File: config.mk
export PLATFORM = sky130hd
export DESIGN_NAME = svg_front
export DESIGN_NICKNAME = d
export VERILOG_FILES = /design/src/svg_pkg.sv /design/src/svg_front.sv
export SDC_FILE = /design/constraint.sdc
export NUM_CORES = 1
export LEC_CHECK = 0
export ABC_AREA = 1
export BUFFER_PORTS_ARGS = -buffer_cell sky130_fd_sc_hd__buf_2
export CAP_MARGIN = 10
export CORE_MARGIN = 10
export CORE_UTILIZATION = 42
export CTS_CLUSTER_DIAMETER = 80
export DETAILED_ROUTE_END_ITERATION = 8
export PLACE_DENSITY = 0.88
export SLEW_MARGIN = 20
export SYNTH_ARGS = -nofsm -noshare
export SYNTH_HDL_FRONTEND = slang
export SYNTH_SLANG_ARGS = --single-unit
File: constraint.sdc
create_clock -name clock -period 6.6 [get_ports clock]
set_input_delay 0.66 -clock clock [delete_from_list [all_inputs] [get_ports clock]]
set_output_delay 0.66 -clock clock [all_outputs]
set_load 0.005 [all_outputs]
File: src/svg_pkg.sv
// Shared constants, types and arithmetic helpers of the state vector gate engine.
package svg_pkg;

   // Sizes of the store and the number format.
   localparam int MAX_QUBITS = 10;
   localparam int MAX_SHOTS = 4;
   localparam int FRAC_BITS = 14;
   localparam int SHOT_BITS = $clog2(MAX_SHOTS);
   localparam int ADDR_W = SHOT_BITS + MAX_QUBITS;
   localparam int STORE_DEPTH = 1 << ADDR_W;
   localparam int DIM_W = MAX_QUBITS + 1;
   localparam int QCOUNT_W = 4;
   localparam int SCOUNT_W = 3;
   localparam int AMP_W = 16;
   localparam int PROD_W = 2 * AMP_W;
   localparam int RND_W = PROD_W + 1 - FRAC_BITS;
   localparam int ACC_W = (RND_W + 4 > AMP_W + 1) ? RND_W + 4 : AMP_W + 1;
   localparam int QUEUE_DEPTH = 2;
   localparam int ONE_VAL = (FRAC_BITS >= AMP_W - 1) ? 32767 : (1 << FRAC_BITS);

   // Command codes of the input item.
   localparam logic [2:0] CMD_INIT = 3'd0;
   localparam logic [2:0] CMD_LOAD_COEFF = 3'd1;
   localparam logic [2:0] CMD_APPLY_SINGLE = 3'd2;
   localparam logic [2:0] CMD_APPLY_TWO = 3'd3;
   localparam logic [2:0] CMD_WRITE_AMP = 3'd4;
   localparam logic [2:0] CMD_READ_AMP = 3'd5;

   // Status codes of the result item.
   localparam logic [1:0] ST_OK = 2'd0;
   localparam logic [1:0] ST_QUBIT_RANGE = 2'd1;
   localparam logic [1:0] ST_EQUAL_TARGETS = 2'd2;
   localparam logic [1:0] ST_INDEX_RANGE = 2'd3;

   // Configuration register indexes.
   localparam logic CSR_QUBIT_COUNT = 1'b0;
   localparam logic CSR_SHOT_COUNT = 1'b1;

   typedef enum logic [2:0] {
      OP_NOP, OP_INIT, OP_COEF, OP_GATE1, OP_GATE2, OP_WRITE, OP_READ
   } op_kind_type;

   // One classified item as it travels from the front to the back.
   typedef struct packed {
      op_kind_type               kind;
      logic [1:0]                status;
      logic [QCOUNT_W-1:0]       nq;
      logic [SCOUNT_W-1:0]       ns;
      logic [MAX_QUBITS-1:0]     mask0;
      logic [MAX_QUBITS-1:0]     mask1;
      logic [ADDR_W-1:0]         addr;
      logic [3:0]                coeff_index;
      logic signed [AMP_W-1:0]   value_re;
      logic signed [AMP_W-1:0]   value_im;
   } op_type;

   // Queue state seen by the top level.
   typedef struct packed {
      logic full;
      logic empty;
   } queue_status_type;

   // Round a product to FRAC_BITS fraction bits, ties toward plus infinity.
   function automatic logic signed [RND_W-1:0] round_prod(input logic signed [PROD_W-1:0] p);
      logic signed [PROD_W:0] t;
      t = (PROD_W + 1)'(p) + ((PROD_W + 1)'(1) <<< (FRAC_BITS - 1));
      return RND_W'(t >>> FRAC_BITS);
   endfunction

   // Saturate an accumulated sum to the amplitude range.
   function automatic logic signed [AMP_W-1:0] sat_amp(input logic signed [ACC_W-1:0] a);
      logic signed [ACC_W-1:0] hi_lim;
      logic signed [ACC_W-1:0] lo_lim;
      hi_lim = ACC_W'(32767);
      lo_lim = ACC_W'(-32768);
      if (a > hi_lim) begin
         return 16'sh7fff;
      end else if (a < lo_lim) begin
         return 16'sh8000;
      end
      return AMP_W'(a);
   endfunction

endpackage

File: src/svg_front.sv
// Front end: configuration registers, range checks and item classification.
module svg_front (
   input  logic                                clock,
   input  logic                                reset,
   input  logic                                csr_write_enable,
   input  logic                                csr_index,
   input  logic [3:0]                          csr_write_data,
   input  logic [2:0]                          command,
   input  logic [4:0]                          target_a,
   input  logic [4:0]                          target_b,
   input  logic [3:0]                          coeff_index,
   input  logic [1:0]                          shot_select,
   input  logic [9:0]                          basis_index,
   input  logic signed [svg_pkg::AMP_W-1:0]    value_re,
   input  logic signed [svg_pkg::AMP_W-1:0]    value_im,
   output svg_pkg::op_type                     op
);

   logic [svg_pkg::QCOUNT_W-1:0] qubit_count_ff;
   logic [svg_pkg::SCOUNT_W-1:0] shot_count_ff;
   logic [svg_pkg::QCOUNT_W-1:0] nq;
   logic [svg_pkg::SCOUNT_W-1:0] ns;
   logic [4:0]                   lo_t;
   logic [4:0]                   hi_t;
   logic                         addr_bad;

   // Configuration registers.
   always_ff @(posedge clock) begin
      if (reset) begin
         qubit_count_ff <= svg_pkg::QCOUNT_W'(1);
         shot_count_ff <= svg_pkg::SCOUNT_W'(1);
      end else if (csr_write_enable) begin
         case (csr_index)
            svg_pkg::CSR_QUBIT_COUNT: begin
               qubit_count_ff <= csr_write_data;
            end
            svg_pkg::CSR_SHOT_COUNT: begin
               shot_count_ff <= csr_write_data[svg_pkg::SCOUNT_W-1:0];
            end
            default: begin
            end
         endcase
      end
   end

   // Effective counts, clamped into their legal ranges.
   always_comb begin
      if (qubit_count_ff == '0) begin
         nq = svg_pkg::QCOUNT_W'(1);
      end else if (qubit_count_ff > svg_pkg::QCOUNT_W'(svg_pkg::MAX_QUBITS)) begin
         nq = svg_pkg::QCOUNT_W'(svg_pkg::MAX_QUBITS);
      end else begin
         nq = qubit_count_ff;
      end
      if (shot_count_ff == '0) begin
         ns = svg_pkg::SCOUNT_W'(1);
      end else if (shot_count_ff > svg_pkg::SCOUNT_W'(svg_pkg::MAX_SHOTS)) begin
         ns = svg_pkg::SCOUNT_W'(svg_pkg::MAX_SHOTS);
      end else begin
         ns = shot_count_ff;
      end
   end

   // Classify the item and work out its status.
   always_comb begin
      lo_t = (target_a < target_b) ? target_a : target_b;
      hi_t = (target_a < target_b) ? target_b : target_a;
      addr_bad = ({1'b0, shot_select} >= ns) || ((11'(basis_index) >> nq) != '0);
      op.nq = nq;
      op.ns = ns;
      op.mask0 = '0;
      op.mask1 = '0;
      op.addr = {shot_select[svg_pkg::SHOT_BITS-1:0],
                 basis_index[svg_pkg::MAX_QUBITS-1:0]};
      op.coeff_index = coeff_index;
      op.value_re = value_re;
      op.value_im = value_im;
      op.status = svg_pkg::ST_OK;
      op.kind = svg_pkg::OP_NOP;
      case (command)
         svg_pkg::CMD_INIT: begin
            op.kind = svg_pkg::OP_INIT;
         end
         svg_pkg::CMD_LOAD_COEFF: begin
            op.kind = svg_pkg::OP_COEF;
         end
         svg_pkg::CMD_APPLY_SINGLE: begin
            op.mask0 = svg_pkg::MAX_QUBITS'(1) << target_a;
            if (target_a >= {1'b0, nq}) begin
               op.status = svg_pkg::ST_QUBIT_RANGE;
            end else begin
               op.kind = svg_pkg::OP_GATE1;
            end
         end
         svg_pkg::CMD_APPLY_TWO: begin
            op.mask0 = svg_pkg::MAX_QUBITS'(1) << lo_t;
            op.mask1 = svg_pkg::MAX_QUBITS'(1) << hi_t;
            if (target_a == target_b) begin
               op.status = svg_pkg::ST_EQUAL_TARGETS;
            end else if (hi_t >= {1'b0, nq}) begin
               op.status = svg_pkg::ST_QUBIT_RANGE;
            end else begin
               op.kind = svg_pkg::OP_GATE2;
            end
         end
         svg_pkg::CMD_WRITE_AMP: begin
            if (addr_bad) begin
               op.status = svg_pkg::ST_INDEX_RANGE;
            end else begin
               op.kind = svg_pkg::OP_WRITE;
            end
         end
         svg_pkg::CMD_READ_AMP: begin
            if (addr_bad) begin
               op.status = svg_pkg::ST_INDEX_RANGE;
            end else begin
               op.kind = svg_pkg::OP_READ;
            end
         end
         default: begin
         end
      endcase
   end

endmodule

Word-level counts from Yosys, hierarchy flattened. Cells that the tools add are included.

Flip-flop bits (word level): 7. Output and inout bits: 80. Word-level logic and storage cells: 46.

$lt $le $gt $ge: 6. Bitwise logic cells: 1. Multiplexer cells: 19. Reductions and logical operators: 8. Equality and inequality tests: 6. Shift operators: 4.

Operators by type and width (count): left shift 1 x 5 -> 10 bit (first input constant) (3); case mux 10 bit (2 select lines) (1); two-way mux 3 bit (6); case mux 3 bit (6 select lines) (1); nonzero test 11 bit (1); >> shifter 10 x 4 -> 11 bit (1); greater-or-equal comparator 5 x 4 -> 1 bit (2); two-way mux 10 bit (1); two-way mux 5 bit (2); two-way mux 4 bit (2); equality test 3 x 2 -> 1 bit (second input constant) (2); equality test 3 bit (second input constant) (2); logical NOT 3 bit (2); two-way mux 2 bit (3); case mux 2 bit (3 select lines) (1); equality test 5 bit (1); less-than comparator 5 bit (1); greater-than comparator 4 bit (second input constant) (1); logical NOT 4 bit (1); AND reduction 2 bit (2); equality test 3 x 1 -> 1 bit (second input constant) (1); greater-or-equal comparator 2 x 3 -> 1 bit (1); greater-than comparator 3 bit (second input constant) (1); two-way mux 1 bit (2); 3 further kinds (3).

Depth between registers and ports, before layout.
Depth in word-level cells: 8. Mapped depth: 18.

Worst setup path before layout. Ideal clock, no wire load.

Path kind: input-to-output. Start point: input target_b[4]. End point: output op[75] in the netlist's numbering. Data arrival time: 2.507 ns. Cell stages on the path: 16. Path buffers: 1. Path slack: 3.433 ns. Data required time: 5.940 ns. Cells stage by stage: inv_1 > ha_1 > nand2_1 > inv_2 > nand4_1 > o211ai_2 > buf_6 > o21ai_2 > inv_2 > ha_1 > nor2_1 > o21ai_0 > o21ai_0 > nand2_1 > nand2_1 > nand3_2.

RTL lines: from (decl) (line svg_front.sv:10) `input logic [4:0] target_b,`; to (decl) (line svg_front.sv:16) `output svg_pkg::op_type op`.

==> results.sh <==
export IMPL_status="complete, no violations"
export IMPL_ir_drop_mv=0.0979
export IMPL_ant_nets=0
export IMPL_drv_cap=0
export IMPL_final_common_cell="buf_2"
export IMPL_grt_pass1_vias=1696
export IMPL_num_vias=1663
export IMPL_area_growth_syn_to_layout_pct=6.43
export IMPL_cts_hold_buf=0
export IMPL_avgRoutedWirePerCell_um=12.1
export IMPL_cts_tree="built"
export IMPL_tightest_slew_ns=0.604
export IMPL_synth_top_area_cell="buf_4"
export IMPL_port_buffers=76
export IMPL_synthCells=275
export IMPL_synthMuxAreaShare=0
export IMPL_synth_seq_cells=7
export IMPL_place_ws_ns=2.86
export IMPL_num_rows=23
export IMPL_fin_hold_ws_ns=0.482
export IMPL_gp_congestion=0.850
export IMPL_critPathKind="in2out"
export IMPL_clkTransAtPathRegs_ns=0.04
export IMPL_post_cts_repair_setup_buffers=0
export IMPL_min_path_type="reg2reg"
export IMPL_path_max_fanout=11
export IMPL_antenna_found_initial=0
export IMPL_cp_required_ns=5.94
export IMPL_insertion_delay_ns=0.23
export IMPL_yosys_area_share_adder=0.111
export IMPL_wl_mm=4.29
export IMPL_power_w=0.000219
export IMPL_slew_headroom=0.596
export IMPL_power_density_mw_per_mm2=122
export IMPL_synthesis_area_mm2=0.00169
export IMPL_synth_compound_area_share=0.140
export IMPL_synth_cell_types=30
export IMPL_ctsResizeCount=0
export IMPL_hpwlAfterDp_mm=3.87
export IMPL_die_height_um=83.5
export IMPL_synth_simple_gate_area_share=0.349
export IMPL_slew_viol_final=0
export IMPL_grt_use_total=0.119
export IMPL_avgSynthCellArea_um2=6.16
export IMPL_diodes=0
export IMPL_finalHoldViolCount=0
export IMPL_worst_slack_ns=2.89
export IMPL_grt_max_degree=12
export IMPL_viasPerCell=4.70
export IMPL_yosys_top_cells_area="buf_4, ha_1, nand2_1"
export IMPL_layout_drive_gt1_share=0.401
export IMPL_seq_area_frac_synth=0.0827
export IMPL_yosysWarnings=0
export IMPL_max_freq_mhz=269
export IMPL_period_needed_ns=3.71
export IMPL_cts_made_buffers=3
export IMPL_cts_sinks=7
export IMPL_syn_nets=359
export IMPL_setup_violations=0
export IMPL_synth_top_cell_area_share=0.213
export IMPL_grt_pass1_wl_mm=7.38
export IMPL_worstSetupStartpointType="input pin"
export IMPL_clockBufferDepth=2
export IMPL_grt_overflow_total=0
export IMPL_end_kind="primary output"
export IMPL_crit_arrival_ns=3.05
export IMPL_synth_xor_area_frac=0
export IMPL_fin_nets=389
export IMPL_dieWidth_um=83.5
export IMPL_drtPass1Iterations=4
export IMPL_final_setup_tns_ns=0
export IMPL_root_buffer="clkbuf_8"
export IMPL_rsz0062_at_grt="false"
export IMPL_dieArea_mm2=0.00697
export IMPL_p_leak_nw=1.07
export IMPL_drc=0
export IMPL_start_util=0.430
export IMPL_final_cell_mix="buf_2, nand2_1, nor2_1"
export IMPL_fin_crit_sh=0.562
export IMPL_cts_max_level=1
export IMPL_synth_top_family_by_area="simple AND/OR/NAND/NOR gates"
export IMPL_pin_count=149
export IMPL_r2r_slack_ns=5.88
export IMPL_drt_iter0_drc=57
export IMPL_core_area_mm2=0.00394
export IMPL_fin_worst_skew_ns=0
[kinds of logic (layout without fill, tap and decap cells)]
logic type / after synthesis / in the layout
DFF: 7 / 7
adders and majority gates: 15 / 15
buffers and inverters: 93 / 122
AOI/OAI and AO/OA: 35 / 35
and+or+nand+nor: 125 / 125
[cell usage after synthesis]
library cell / n
a21boi_0: 1
a21oi_1: 7
a21oi_2: 2
a31o_2: 1
buf_4: 48
buf_6: 1
clkbuf_1: 2
dfxtp_1: 7
ha_1: 15
inv_1: 33
inv_2: 9
nand2_1: 50
nand2_2: 8
nand2_4: 1
nand3_1: 11
nand3_2: 5
nand3b_1: 1
nand4_1: 1
nor2_1: 39
nor2_2: 4
nor2_4: 2
nor2_8: 1
nor3_1: 2
o211ai_1: 1
o211ai_2: 1
o21ai_0: 10
o21ai_1: 2
o21ai_2: 8
o21bai_2: 1
o31ai_1: 1
[layer usage]
metal  wire [um]  GRT usage  vias to the layer above
li1            -          -                      876
met1        1730      0.127                      703
met2        2070      0.210                       71
met3         386     0.0400                       13
met4         103     0.0502                        0
met5           0          0                        -
[worst max-delay path: stages]
cell,delay [ns]
buf_2,0.07
inv_1,0.07
ha_1,0.29
nand2_1,0.09
o211ai_2,0.53
nand2_1,0.13
o21ai_2,0.12
inv_2,0.06
ha_1,0.26
nor2_1,0.09
o21ai_0,0.07
o21ai_0,0.24
nand2_1,0.08
nand2_1,0.07
nand3_2,0.06
buf_2,0.14
[where the power goes]
| part | leakage [nW] | internal (W) | switching (W) |
|---|---|---|---|
| logic | 0.987 | 0.0000420 | 0.0000673 |
| clock network | 0.0228 | 0.0000419 | 0.0000199 |
| registers | 0.0579 | 0.0000454 | 0.00000275 |
[sequential cells by signal, summed over array words and instances (netlist names)]
signal          cells
qubit_count_ff      4
shot_count_ff       3
[final cells by class]
cell class,count,area [um^2]
Fill cell,409,2140
Clock buffer,4,45.0
Timing Repair Buffer,76,380
Multi-Input combinational cell,175,1020
Tap cell,50,62.6
Inverter,42,158
Sequential cell,7,140
[stage by stage]
step / util / area (um^2) / instances
4_1_cts: 0.457 / 1800 / 354
3_5_place_dp: 0.446 / 1760 / 350
3_3_place_gp: 0.446 / 1760 / 350
2_1_floorplan: - / 1690 / 275
6_report: 0.457 / 1800 / 354
5_1_grt: 0.457 / 1800 / 354
[final timing paths]
check | from | end | cells past startpoint
setup reg to reg | qubit_count_ff[3] | qubit_count_ff[3] | 2
hold reg to reg | shot_count_ff[0] | shot_count_ff[0] | 2
setup / recovery | target_b[4] | op[75] | 16
hold / removal | shot_count_ff[0] | shot_count_ff[0] | 2
Power figures use the tool's default switching activity.
