<file path="src/svg_pkg.sv">
// Shared constants, types and arithmetic helpers of the state vector gate engine.
package svg_pkg;

   // Sizes of the store and the number format.
   localparam int MAX_QUBITS = 10;
   localparam int MAX_SHOTS = 4;
   localparam int FRAC_BITS = 14;
   localparam int SHOT_BITS = $clog2(MAX_SHOTS);
   localparam int ADDR_W = SHOT_BITS + MAX_QUBITS;
   localparam int STORE_DEPTH = 1 << ADDR_W;
   localparam int DIM_W = MAX_QUBITS + 1;
   localparam int QCOUNT_W = 4;
   localparam int SCOUNT_W = 3;
   localparam int AMP_W = 16;
   localparam int PROD_W = 2 * AMP_W;
   localparam int RND_W = PROD_W + 1 - FRAC_BITS;
   localparam int ACC_W = (RND_W + 4 > AMP_W + 1) ? RND_W + 4 : AMP_W + 1;
   localparam int QUEUE_DEPTH = 2;
   localparam int ONE_VAL = (FRAC_BITS >= AMP_W - 1) ? 32767 : (1 << FRAC_BITS);

   // Command codes of the input item.
   localparam logic [2:0] CMD_INIT = 3'd0;
   localparam logic [2:0] CMD_LOAD_COEFF = 3'd1;
   localparam logic [2:0] CMD_APPLY_SINGLE = 3'd2;
   localparam logic [2:0] CMD_APPLY_TWO = 3'd3;
   localparam logic [2:0] CMD_WRITE_AMP = 3'd4;
   localparam logic [2:0] CMD_READ_AMP = 3'd5;

   // Status codes of the result item.
   localparam logic [1:0] ST_OK = 2'd0;
   localparam logic [1:0] ST_QUBIT_RANGE = 2'd1;
   localparam logic [1:0] ST_EQUAL_TARGETS = 2'd2;
   localparam logic [1:0] ST_INDEX_RANGE = 2'd3;

   // Configuration register indexes.
   localparam logic CSR_QUBIT_COUNT = 1'b0;
   localparam logic CSR_SHOT_COUNT = 1'b1;

   typedef enum logic [2:0] {
      OP_NOP, OP_INIT, OP_COEF, OP_GATE1, OP_GATE2, OP_WRITE, OP_READ
   } op_kind_type;

   // One classified item as it travels from the front to the back.
   typedef struct packed {
      op_kind_type               kind;
      logic [1:0]                status;
      logic [QCOUNT_W-1:0]       nq;
      logic [SCOUNT_W-1:0]       ns;
      logic [MAX_QUBITS-1:0]     mask0;
      logic [MAX_QUBITS-1:0]     mask1;
      logic [ADDR_W-1:0]         addr;
      logic [3:0]                coeff_index;
      logic signed [AMP_W-1:0]   value_re;
      logic signed [AMP_W-1:0]   value_im;
   } op_type;

   // Queue state seen by the top level.
   typedef struct packed {
      logic full;
      logic empty;
   } queue_status_type;

   // Round a product to FRAC_BITS fraction bits, ties toward plus infinity.
   function automatic logic signed [RND_W-1:0] round_prod(input logic signed [PROD_W-1:0] p);
      logic signed [PROD_W:0] t;
      t = (PROD_W + 1)'(p) + ((PROD_W + 1)'(1) <<< (FRAC_BITS - 1));
      return RND_W'(t >>> FRAC_BITS);
   endfunction

   // Saturate an accumulated sum to the amplitude range.
   function automatic logic signed [AMP_W-1:0] sat_amp(input logic signed [ACC_W-1:0] a);
      logic signed [ACC_W-1:0] hi_lim;
      logic signed [ACC_W-1:0] lo_lim;
      hi_lim = ACC_W'(32767);
      lo_lim = ACC_W'(-32768);
      if (a > hi_lim) begin
         return 16'sh7fff;
      end else if (a < lo_lim) begin
         return 16'sh8000;
      end
      return AMP_W'(a);
   endfunction

endpackage

</file>
<file path="src/svg_queue.sv">
// Short queue of classified items between the front and the back.
module svg_queue (
   input  logic                      clock,
   input  logic                      reset,
   input  logic                      push,
   input  svg_pkg::op_type           push_op,
   input  logic                      pop,
   output svg_pkg::op_type           head_op,
   output svg_pkg::queue_status_type qstat
);

   localparam int PTR_W = $clog2(svg_pkg::QUEUE_DEPTH);

   svg_pkg::op_type    entry_ff [svg_pkg::QUEUE_DEPTH];
   logic [PTR_W-1:0]   wr_ptr_ff;
   logic [PTR_W-1:0]   rd_ptr_ff;
   logic [PTR_W:0]     count_ff;

   // Pointers and fill count.
   always_ff @(posedge clock) begin
      if (reset) begin
         wr_ptr_ff <= '0;
         rd_ptr_ff <= '0;
         count_ff <= '0;
      end else begin
         if (push) begin
            wr_ptr_ff <= wr_ptr_ff + PTR_W'(1);
         end
         if (pop) begin
            rd_ptr_ff <= rd_ptr_ff + PTR_W'(1);
         end
         if (push && !pop) begin
            count_ff <= count_ff + (PTR_W + 1)'(1);
         end else if (pop && !push) begin
            count_ff <= count_ff - (PTR_W + 1)'(1);
         end
      end
   end

   // Item storage.
   always_ff @(posedge clock) begin
      if (push) begin
         entry_ff[wr_ptr_ff] <= push_op;
      end
   end

   assign head_op = entry_ff[rd_ptr_ff];
   assign qstat.full = (count_ff == (PTR_W + 1)'(svg_pkg::QUEUE_DEPTH));
   assign qstat.empty = (count_ff == '0);

   a_no_overflow: assert property (@(posedge clock) disable iff (reset)
      qstat.full |-> !push) else $error("push into a full queue");
   a_no_underflow: assert property (@(posedge clock) disable iff (reset)
      qstat.empty |-> !pop) else $error("pop from an empty queue");
   a_count_bound: assert property (@(posedge clock) disable iff (reset)
      count_ff <= (PTR_W + 1)'(svg_pkg::QUEUE_DEPTH)) else $error("queue count overrun");

endmodule

</file>
<file path="config.mk">
export PLATFORM = sky130hd
export DESIGN_NAME = svg_queue
export DESIGN_NICKNAME = d
export VERILOG_FILES = /design/src/svg_pkg.sv /design/src/svg_queue.sv
export SDC_FILE = /design/constraint.sdc
export NUM_CORES = 1
export LEC_CHECK = 0
export BUFFER_PORTS_ARGS = -buffer_cell sky130_fd_sc_hd__buf_2
export CAP_MARGIN = 15
export CORE_MARGIN = 2
export CORE_UTILIZATION = 56
export DETAILED_ROUTE_END_ITERATION = 7
export GPL_ROUTABILITY_DRIVEN = 0
export PLACE_DENSITY = 0.85
export REMOVE_ABC_BUFFERS = 1
export SYNTH_ARGS = -nofsm -noshare
export SYNTH_HDL_FRONTEND = slang
export SYNTH_SLANG_ARGS = --single-unit
</file>
<file path="constraint.sdc">
create_clock -name clock -period 12.7 [get_ports clock]
set_input_delay 1.27 -clock clock [delete_from_list [all_inputs] [get_ports clock]]
set_output_delay 1.27 -clock clock [all_outputs]
set_load 0.05 [all_outputs]
</file>
; ---- Yosys cells after proc, flatten, opt, wreduce, memory -nomap -nowiden
; Memory sizes are Yosys's and may differ from the RTL's. A register that Yosys moved wholly into a read port is not among the register bits.
; Cells that the tools add are included.
; W data, S select, Z words.
[classes]
addsub = 4
n_eq_ne = 1
muxes = 6
n_reduce_logical = 6
[ops]
columns = operator, count
row1 = $mux W1, 4
row2 = $mux W2, 2
row3 = $add A1 B1 Y1 const B, 2
row4 = $add A2 B1 Y2 const B, 1
row5 = $eq A2 B2 Y1 const B, 1
row6 = $logic_and A1 B1 Y1, 2
row7 = $logic_not A1 Y1, 2
row8 = $logic_not A2 Y1, 1
row9 = $reduce_bool A2 Y1, 1
row10 = $sub A2 B1 Y2 const B, 1
[totals]
reg_bits = 4
ram_bits = 160
in_bits = 84
out_inout_bits = 82
wordCells = 21
memories = 1
[memory_table]
columns = name, words, word_bits, rd, rd_ports_with_merged_regs, write_ports, line_no
row1 = entry_ff, 2, 80, 1, 1, 1, svg_queue.sv:14  ; svg_pkg::op_type entry_ff [svg_pkg::QUEUE_DEPTH];

; ---- Logic depth before layout (Yosys ltp)
; Gate-level depths: netlist (run 1).
[logic_depth]
word_depth = 4
depth_mapped = 5
mapped_depth_nobuf = 5

; ---- Worst setup path before layout (run 1)
; OpenSTA, ideal clock, no wires.
[synth_timing]
kind = input to register
start = input push
end = memory entry_ff[0][0] (netlist name), enable pin
setup_ns = 0.528
arrival_time_ns = 4.768
required_ns = 12.172
setup_slack_ns = 7.404
stages = 1
path_buffers = 0
cell_sequence = nor2b_1
[synth_between]
elab_chain_cells = 2
[synth_lines]
columns = item, line_no
row1 = start: declaration, svg_queue.sv:5  ; input logic push,
row2 = $mux W1, svg_queue.sv:42  ; if (push) begin
row3 = $mux W1 (implied by the code), svg_queue.sv:43  ; entry_ff[wr_ptr_ff] <= push_op;
row4 = end: declaration, svg_queue.sv:14
; Every way passes these cells.

==> impl_metrics.yaml, run 1 <==
critical_path:
  path_depth: 2
  critPathCaptureType: "output pin"
  cp.arrival_ns: 2.28
  rr_startpoint: "wr_ptr_ff"
  cp_cell_sequence: "mux2_2 > buf_2"
  crit_buf_inv: 1
  cp_top_family: "flip-flops"
  ff2ff_path_depth: 1
  cpPeakStageDelay_ns: 0.99
  cp.required_ns: 11.43
  start_kind: "flop"
  cp_slowest_cell: "dfxtp_4"
  worstPathMaxFanout: 80
  crit_type: "reg2out"
cells_and_area:
  final_cells: 597
  fillers: 655
  fin_nets: 533
  finalInstanceArea_sq_um: 7540
  n_antenna_cell: 0
  syn_to_final_growth_pct: 25.5
  fin_util_pct: 72.7
  final_layout_size_suffix_gt1_share_pct: 60.5
timing:
  whs_ns: 0.536
  fin_crit_sh_pct: 28.0
  fin_crit_ns: 3.55
  fmax_ghz: 0.282
  rsz0062_at_grt: "no"
  worst_slew_pin_slew_ns: 1.07
  finalSetupViolCount: 0
  hold_viol: 0
  tns_ns: 0
  skew_ns: 0.00629
  maxSlewHeadroom_pct: 28.4
  drv_slew: 0
  setup_ws_ns: 9.15
cts:
  postCtsSetupBuffers: 0
  cts_sinks: 165
  post_cts_resized: 0
  clockRootBuffer: "clkbuf_8"
  worstSkewPairLatency_ns: 0.51
  cts_tree: "built"
  cts_htree_levels: 4
  path_clk_slew_ns: 0.06
  cts_inserted_buffers: 17
  cts_max_path_buffers: 2
  cts_hold_buf: 0
grt:
  grt-ovfl-total: 0
  grt_pass1_vias: 3050
  antenna_found_initial: 1
  grt_max_degree: 81
  grt_pass1_wl_um: 15100
  grt_usage_pct: 17.8
yosys:
  synth.distinct_cells: 16
  synth_seq_area_share_pct: 81.6
  syn_area_per_cell_sq_um: 22.2
  synth.largest_area_cell: "edfxtp_1"
  netlist_top_cells_area: "edfxtp_1 80%, mux2_2 15%, dfxtp_1 1.7%, buf_6 1.5%, nor2_1 0.31%"
  netlist.area_leader.share_pct: 80.0
  synth-seq-cells: 165
  synthCells: 271
  netlist_area_sq_um: 6010
  ys_warn_count: 0
floorplan:
  placement_rows: 37
  die_y_um: 108
  io_pins: 166
  dieArea_sq_um: 11600
  initial_core_util_pct: 57.9
  die_w_um: 108
  fp.coreArea_sq_um: 10400
power:
  internal-power_mw: 1.01
  irDropWorstVdd_mv: 0.109
  p_per_area_nw_per_um2: 182
  sw_frac_of_total_pct: 26.1
  pwr-share-comb_pct: 15.1
  pwr-share-clk_pct: 37.3
  leakage_nw: 2.85
  power_mw: 1.37
  pwr-share-seq_pct: 47.6
  p_switching_uw: 358
min_path:
  worstHoldPathType: "reg2reg"
  hp-start: "rd_ptr_ff"
  min_path_cells: 2
outcome:
  status: "finished, final reports clean"
placed_design:
  dp.cells: 565
  dp_slack_ns: 9.69
  numPortBuffers: 165
  hpwlAfterDp_um: 6190
  postPlaceCellArea_sq_um: 6940
detailed_routing:
  dr.pass1.iters: 4
  drc: 0
  drt_wl_total_um: 10100
  drt-wirelength-per-cell_um: 16.9
  num_vias: 3016
  via_per_inst: 5.05
  drtIter0Drc: 190
  final_antenna_net_count: 0
flow_run:
  drv_cap: 0
synth_stat cells:
master / number
nor2_1: 5
dfxtp_1: 5
or3_1: 1
buf_6: 8
o21ai_0: 1
edfxtp_1: 160
and2_1: 1
xnor2_1: 2
mux2_2: 80
buf_2: 1
a21oi_1: 1
and2b_2: 1
nor2b_1: 1
ha_1: 1
xor2_1: 2
inv_1: 1
power groups by stage:
| stage | Clock [mW] | Sequential (mW) | Combinational, mW |
|---|---|---|---|
| 2_1_floorplan | 0 | 0.661 | 0.157 |
| 3_3_place_gp | 0 | 0.663 | 0.206 |
| 3_5_place_dp | 0 | 0.665 | 0.208 |
| 4_1_cts | 0.521 | 0.654 | 0.209 |
| 5_1_grt | 0.541 | 0.657 | 0.216 |
| 6_report | 0.511 | 0.653 | 0.207 |
registers in the layout (all words and copies together), names as in the netlist, named ones only:
register	flops
entry_ff	160
count_ff	2
rd_ptr_ff	1
wr_ptr_ff	1
placed cells by master (no fill, tap or decap):
| cell | synthesis | layout |
|---|---|---|
| clkbuf_16 | 0 | 16 |
| xnor2_1 | 2 | 2 |
| clkinv_1 | 0 | 3 |
| bufinv_16 | 0 | 4 |
| buf_4 | 0 | 2 |
| clkbuf_1 | 0 | 1 |
| clkinv_4 | 0 | 3 |
| ha_1 | 1 | 1 |
| clkinvlp_4 | 0 | 3 |
| clkbuf_8 | 0 | 1 |
| and2b_2 | 1 | 1 |
| o21ai_0 | 1 | 1 |
| xor2_1 | 2 | 2 |
| buf_2 | 1 | 165 |
| clkinv_2 | 0 | 1 |
| dfxtp_1 | 5 | 4 |
| inv_1 | 1 | 1 |
| and2_4 | 0 | 1 |
| mux2_2 | 80 | 80 |
| or3_1 | 1 | 1 |
| nor2_1 | 5 | 5 |
| dfxtp_4 | 0 | 1 |
| nor2b_4 | 0 | 1 |
| a21oi_1 | 1 | 1 |
| edfxtp_1 | 160 | 160 |
final timing paths:
check | end | slack [ns]
max reg2reg | entry_ff[1][63] | 10.99
min reg2reg | flop | 0.54
max | head_op[32] | 9.15
min | flop | 0.54
tightest hold or removal path, cell delays in order (launching register included):
cell	delay, ns
dfxtp_1	0.34
xnor2_1	0.09
nor2_1	0.08
logic make-up (layout without fill, tap and decap cells):
kind of cell    count (synthesis)  in the layout  synth area share [%]
simple gates                    9              9                 0.771
flops                         165            165                  81.6
fa+ha+maj                       1              1                 0.208
compound gates                  2              2                 0.166
mux                            80             80                  15.0
buf+inv                        10            200                  1.65
xor+xnor                        4              4                 0.583
per-layer routing:
metal	wire length (um)	global-route usage [%]	vias to the layer above
met2	5190	29.2	121
met3	778	6.54	12
li1	-	-	1426
met4	136	8.33	0
met1	3970	20.8	1457
met5	0	0	-
area by class of cell:
type | count | area, sq um | area share [%]
Inverter | 1 | 3.75 | 0.0498
Sequential cell | 165 | 4910 | 65.1
Timing Repair Buffer | 167 | 841 | 11.1
Multi-Input combinational cell | 96 | 1010 | 13.5
Clock buffer | 18 | 418 | 5.54
Tap cell | 136 | 170 | 2.26
Clock inverter | 14 | 185 | 2.46
(Power assumes the default switching activity.)
==> run 2: changes to the inputs <==
--- a/config.mk
+++ b/config.mk
@@ -8,10 +8,10 @@
 export BUFFER_PORTS_ARGS = -buffer_cell sky130_fd_sc_hd__buf_2
 export CAP_MARGIN = 15
 export CORE_MARGIN = 2
-export CORE_UTILIZATION = 56
+export CORE_UTILIZATION = 52
 export DETAILED_ROUTE_END_ITERATION = 7
 export GPL_ROUTABILITY_DRIVEN = 0
-export PLACE_DENSITY = 0.85
+export PLACE_DENSITY = 0.79
 export REMOVE_ABC_BUFFERS = 1
 export SYNTH_ARGS = -nofsm -noshare
 export SYNTH_HDL_FRONTEND = slang
==> constraint.sdc (replaced) <==
create_clock -name clock -period 3.6 [get_ports clock]
set_input_delay 0.36 -clock clock [delete_from_list [all_inputs] [get_ports clock]]
set_output_delay 0.36 -clock clock [all_outputs]
set_load 0.05 [all_outputs]
==> run 2 against run 1 <==
  * Worst setup slack worse by 8.1 ns
  * Combinational power increased to 3.5 times the previous value
  * Clock-buffer cell count rose by 1
  * Final area hardly changed
  * Largest cell class unchanged
  * Sequential power rose to 3.5 times the previous value
  * Critical path depth stayed put
  * Final cell count increased by 1.2%
  * Hold slack worse by 0.40 ns
  * Critical endpoint is now head_op[29]
  * First-iteration DRC count down 38%
  * Sequential cell count is the same
  * Register-to-register slack worse by 9.1 ns
  * Clock power rose to 3.5 times the previous value
==> impl_metrics.yaml, run 2 (synthesis results as in run 1) <==
floorplan:
  die_w_um: 111
  io_pins: 166
  fp.coreArea_sq_um: 11400
  die_y_um: 111
  placement_rows: 39
  initial_core_util_pct: 52.8
  dieArea_sq_um: 12400
critical_path:
  rr_startpoint: "wr_ptr_ff"
  crit_type: "reg2out"
  r2r_slack_ns: 1.87
  cp.arrival_ns: 2.14
  start_kind: "flop"
  critPathCaptureType: "output pin"
  worstPathMaxFanout: 80
  r2r_end: "entry_ff[1][34]"
  ff2ff_path_depth: 1
  cp.required_ns: 3.24
timing:
  skew_ns: 0.00660
  drv_slew: 0
  worst_slew_pin_slew_ns: 1.08
  fmax_ghz: 0.399
  fin_crit_sh_pct: 69.5
  maxSlewHeadroom_pct: 27.9
  finalSetupViolCount: 0
  rsz0062_at_grt: "no"
  hold_viol: 0
  fin_crit_ns: 2.50
  setup_ws_ns: 1.10
cells_and_area:
  final_cell_mix: "165 x buf_2, 160 x edfxtp_1, 80 x mux2_2"
  biggestRegsByFlops: "entry_ff (160), count_ff (2)"
  layout_commonest_cell: "buf_2"
  fin_util_pct: 66.3
  fillers: 796
  largest_reg_flops: 160
  fin_nets: 533
  final_layout_size_suffix_gt1_share_pct: 60.3
  n_antenna_cell: 0
  regMostFlops: "entry_ff"
  syn_to_final_growth_pct: 25.5
detailed_routing:
  num_vias: 3042
  final_antenna_net_count: 0
  via_per_inst: 5.04
  drt_wl_total_um: 10300
  drt-wirelength-per-cell_um: 17.1
  drtIter0Drc: 118
  drc: 0
  dr.pass1.iters: 4
placed_design:
  numPortBuffers: 165
  dp_slack_ns: 1.48
  hpwlAfterDp_um: 6570
power:
  leakage_nw: 2.84
  pwr-share-seq_pct: 47.8
  internal-power_mw: 3.54
  sw_frac_of_total_pct: 26.5
  p_per_area_nw_per_um2: 639
  pwr-share-clk_pct: 37.0
  pwr-share-comb_pct: 15.2
  power_mw: 4.82
  irDropWorstVdd_mv: 0.352
  p_switching_mw: 1.28
min_path:
  min_path_cells: 1
  worstHoldPathType: "in2reg"
  min_to: "entry_ff[0][52]"
  hp-start: "push_op[52]"
cts:
  cts_max_path_buffers: 2
  cts_hold_buf: 0
  worstSkewPairLatency_ns: 0.41
  clockRootBuffer: "clkbuf_16"
  cts_inserted_buffers: 17
  post_cts_resized: 0
  cts_htree_levels: 4
  cts_sinks: 165
  cts_tree: "built"
  path_clk_slew_ns: 0.06
  postCtsSetupBuffers: 0
grt:
  grt_usage_pct: 17.3
  grt_max_degree: 81
  grt-ovfl-total: 0
  antenna_found_initial: 0
  grt_pass1_vias: 3319
  grt_pass1_wl_um: 16300
outcome:
  status: "finished, final reports clean"
flow_run:
  drv_cap: 0
run 2: cell types whose count changed in the layout (fill, tap and decap cells not counted):
| cell | delta |
|---|---|
| bufinv_16 | -1 |
| clkinv_4 | +1 |
| clkbuf_16 | +1 |
| clkbuf_8 | -1 |
| clkbuf_1 | +1 |
| clkinv_2 | -1 |
run 2: worst max-delay path, cell delays in order (launching register included):
cell,delay [ns]
dfxtp_4,1.03
mux2_2,0.44
buf_2,0.22
run 2: cell type report:
cell class,instances,area [sq um],area share [%]
clock buffers,19,433,5.74
clock inverters,13,159,2.11
inverters,1,3.75,0.0498
multi-input cells,96,1010,13.5
flip-flops and latches,165,4910,65.1
well taps,143,179,2.37
repair buffers,167,841,11.2
run 2: how the worst max path moves through the flow:
| stage | endpoint | cells after the start | from |
|---|---|---|---|
| 2_1_floorplan | entry_ff[0][0] | 1 | wr_ptr_ff |
| 3_3_place_gp | head_op[3] | 2 | flop |
| 3_5_place_dp | head_op[3] | 2 | flop |
| 4_1_cts | head_op[3] | 2 | flop |
| 5_1_grt | head_op[29] | 2 | flop |
| 6_report | head_op[29] | 2 | flop |
run 2: power groups by stage:
stage	Combinational (mW)	Sequential (mW)	Clock, mW
4_1_cts	0.738	2.31	1.82
3_5_place_dp	0.735	2.35	0
3_3_place_gp	0.726	2.34	0
6_report	0.731	2.30	1.78
5_1_grt	0.766	2.32	1.90
2_1_floorplan	0.555	2.33	0
run 2: layer usage:
metal / vias to the layer above / global-route usage (%) / wire length [um]
met2: 116 / 28.2 / 5160
met5: - / 0 / 0
met3: 11 / 5.39 / 675
met4: 0 / 6.83 / 114
li1: 1423 / - / -
met1: 1492 / 21.8 / 4390
run 2: metrics by stage:
step / cell area [sq um] / setup TNS, ns / hold WS, ns / cells
6_report: 7540 / 0 / 0.137 / 604
5_1_grt: 7540 / 0 / 0.115 / 604
4_1_cts: 7540 / 0 / 0.121 / 604
3_5_place_dp: 6950 / 0 / 0.507 / 572
3_3_place_gp: 6950 / 0 / 0.480 / 572
2_1_floorplan: 5910 / -64.38 / 0.429 / 262
==> run 3: changes to the inputs <==
==> constraint.sdc (replaced) <==
create_clock -name clock -period 2.4 [get_ports clock]
set_input_delay 0.24 -clock clock [delete_from_list [all_inputs] [get_ports clock]]
set_output_delay 0.24 -clock clock [all_outputs]
set_load 0.05 [all_outputs]
==> run 3 against run 2 <==
  * Via count increased by 4.8%
  * Non-clock buffer count increased by 27
  * Utilization increased by 2.0 points
  * Combinational power rose by 63%
  * Worst setup slack got worse by 0.77 ns
  * Clock-buffer cell count fell by 1
  * Sequential power up 48%
  * Die area stayed put
  * Routed wire length increased by 2.5%
  * First-iteration DRC count grew 23%
  * Largest cell class unchanged
==> impl_metrics.yaml, run 3 (synthesis results as in run 1) <==
outcome:
  status: "finished, final reports clean"
critical_path:
  cp.required_ns: 2.16
  r2r_end: "entry_ff[1][42]"
  start_kind: "flop"
  r2r_slack_ns: 0.89
  critPathCaptureType: "output pin"
  worstPathMaxFanout: 38
  rr_startpoint: "wr_ptr_ff"
  cp.arrival_ns: 1.83
  ff2ff_path_depth: 2
  crit_type: "reg2out"
floorplan:
  dieArea_sq_um: 12400
  placement_rows: 39
  die_y_um: 111
  initial_core_util_pct: 52.8
  die_w_um: 111
  io_pins: 166
  fp.coreArea_sq_um: 11400
cells_and_area:
  regMostFlops: "entry_ff"
  final_cells: 631
  biggestRegsByFlops: "entry_ff (160), count_ff (2)"
  layout_commonest_cell: "buf_2"
  seq_area_sq_um: 4910
  multiInputGateArea_sq_um: 1010
  syn_to_final_growth_pct: 29.2
  fin_nets: 560
  fin_util_pct: 68.3
  final_layout_size_suffix_gt1_share_pct: 57.8
  largest_reg_flops: 160
  final_cell_mix: "165 x buf_2, 160 x edfxtp_1, 80 x mux2_2"
  fillers: 783
  n_antenna_cell: 0
timing:
  skew_ns: 0.00488
  fin_crit_ns: 2.07
  worst_slew_pin_slew_ns: 0.593
  whs_ns: 0.0170
  drv_slew: 0
  fmax_ghz: 0.483
  hold_viol: 0
  tns_ns: 0
  rsz0062_at_grt: "no"
  maxSlewHeadroom_pct: 60.5
  fin_crit_sh_pct: 86.2
  finalSetupViolCount: 0
  setup_ws_ns: 0.331
power:
  pwr-share-clk_pct: 33.8
  pwr-share-comb_pct: 17.2
  sw_frac_of_total_pct: 27.7
  leakage_nw: 2.93
  p_switching_mw: 1.93
  internal-power_mw: 5.02
  irDropWorstVdd_mv: 0.493
  pwr-share-seq_pct: 49.0
  p_per_area_nw_per_um2: 895
detailed_routing:
  drtIter0Drc: 145
  num_vias: 3188
  final_antenna_net_count: 0
  drt_wl_total_um: 10600
  drc: 0
  drt-wirelength-per-cell_um: 16.8
  dr.pass1.iters: 5
  via_per_inst: 5.05
cts:
  cts_tree: "built"
  post_cts_resized: 0
  clockRootBuffer: "clkbuf_16"
  cts_htree_levels: 4
  cts_inserted_buffers: 17
  path_clk_slew_ns: 0.06
  cts_max_path_buffers: 2
  cts_sinks: 165
  worstSkewPairLatency_ns: 0.41
placed_design:
  hpwlAfterDp_um: 6650
  dp.cells: 576
  dp_slack_ns: 0.738
  numPortBuffers: 165
grt:
  grt-ovfl-total: 0
  grt_pass1_wl_um: 16400
  antenna_found_initial: 1
  grt_max_degree: 44
  grt_pass1_vias: 3392
  grt_usage_pct: 17.3
min_path:
  hp-start: "push_op[74]"
  worstHoldPathType: "in2reg"
  min_to: "entry_ff[1][74]"
  min_path_cells: 1
flow_run:
  drv_cap: 0
run 3: cell types whose count changed in the layout (fill, tap and decap cells not counted), moves of 2 or more:
cell	change
clkinv_2	+2
clkinv_4	-2
dlygate4sd3_1	+23
bufinv_16	-3
buf_12	+3
clkinvlp_4	+2
run 3: worst max-delay path: stages (launching register included):
cell,delay [ns]
dfxtp_4,0.35
buf_4,0.43
mux2_2,0.41
buf_2,0.21
run 3: cell type report:
type / instances / share of cell area, %
well taps: 143 / 2.30
flip-flops and latches: 165 / 63.2
repair buffers: 194 / 14.7
inverters: 1 / 0.0484
multi-input cells: 96 / 13.1
clock inverters: 14 / 1.14
clock buffers: 18 / 5.53
run 3: per-stage QoR:
stage	power, mW	cell area [sq um]
after floorplan	4.33	5910
after global placement	4.61	7010
after detailed placement	4.64	7010
after CTS	7.01	7720
after global routing	7.20	7760
final	6.95	7760
run 3: routing by layer:
metal	global-route usage, %	routed length [um]	vias to the layer above
met5	0	13	-
met2	29.1	5390	123
li1	-	-	1477
met1	20.7	4350	1563
met3	5.12	613	23
met4	7.98	238	2
run 3: what timing repair did:
| item | 4_1_cts | 5_1_grt |
|---|---|---|
| hold buffers | 19 | 4 |
| buffers inserted | 0 | 0 |
| hold endpoints to repair | 37 | 6 |
run 3: worst max path at each step:
stage	startpoint	endpoint	slack [ns]	depth (start not counted)
global route	flop	head_op[3]	0.25	3
global placement	flop	head_op[3]	0.73	3
detailed placement	flop	head_op[3]	0.74	3
floorplan	wr_ptr_ff	entry_ff[0][0]	-2.00	1
CTS	flop	head_op[3]	0.29	3
finish	flop	head_op[18]	0.33	3
run 3: power groups by stage:
stage / Combinational, mW / Clock [mW] / Sequential [mW]
6_report: 1.19 / 2.35 / 3.40
5_1_grt: 1.25 / 2.53 / 3.42
4_1_cts: 1.20 / 2.40 / 3.41
3_5_place_dp: 1.17 / 0 / 3.47
3_3_place_gp: 1.16 / 0 / 3.45
2_1_floorplan: 0.833 / 0 / 3.50
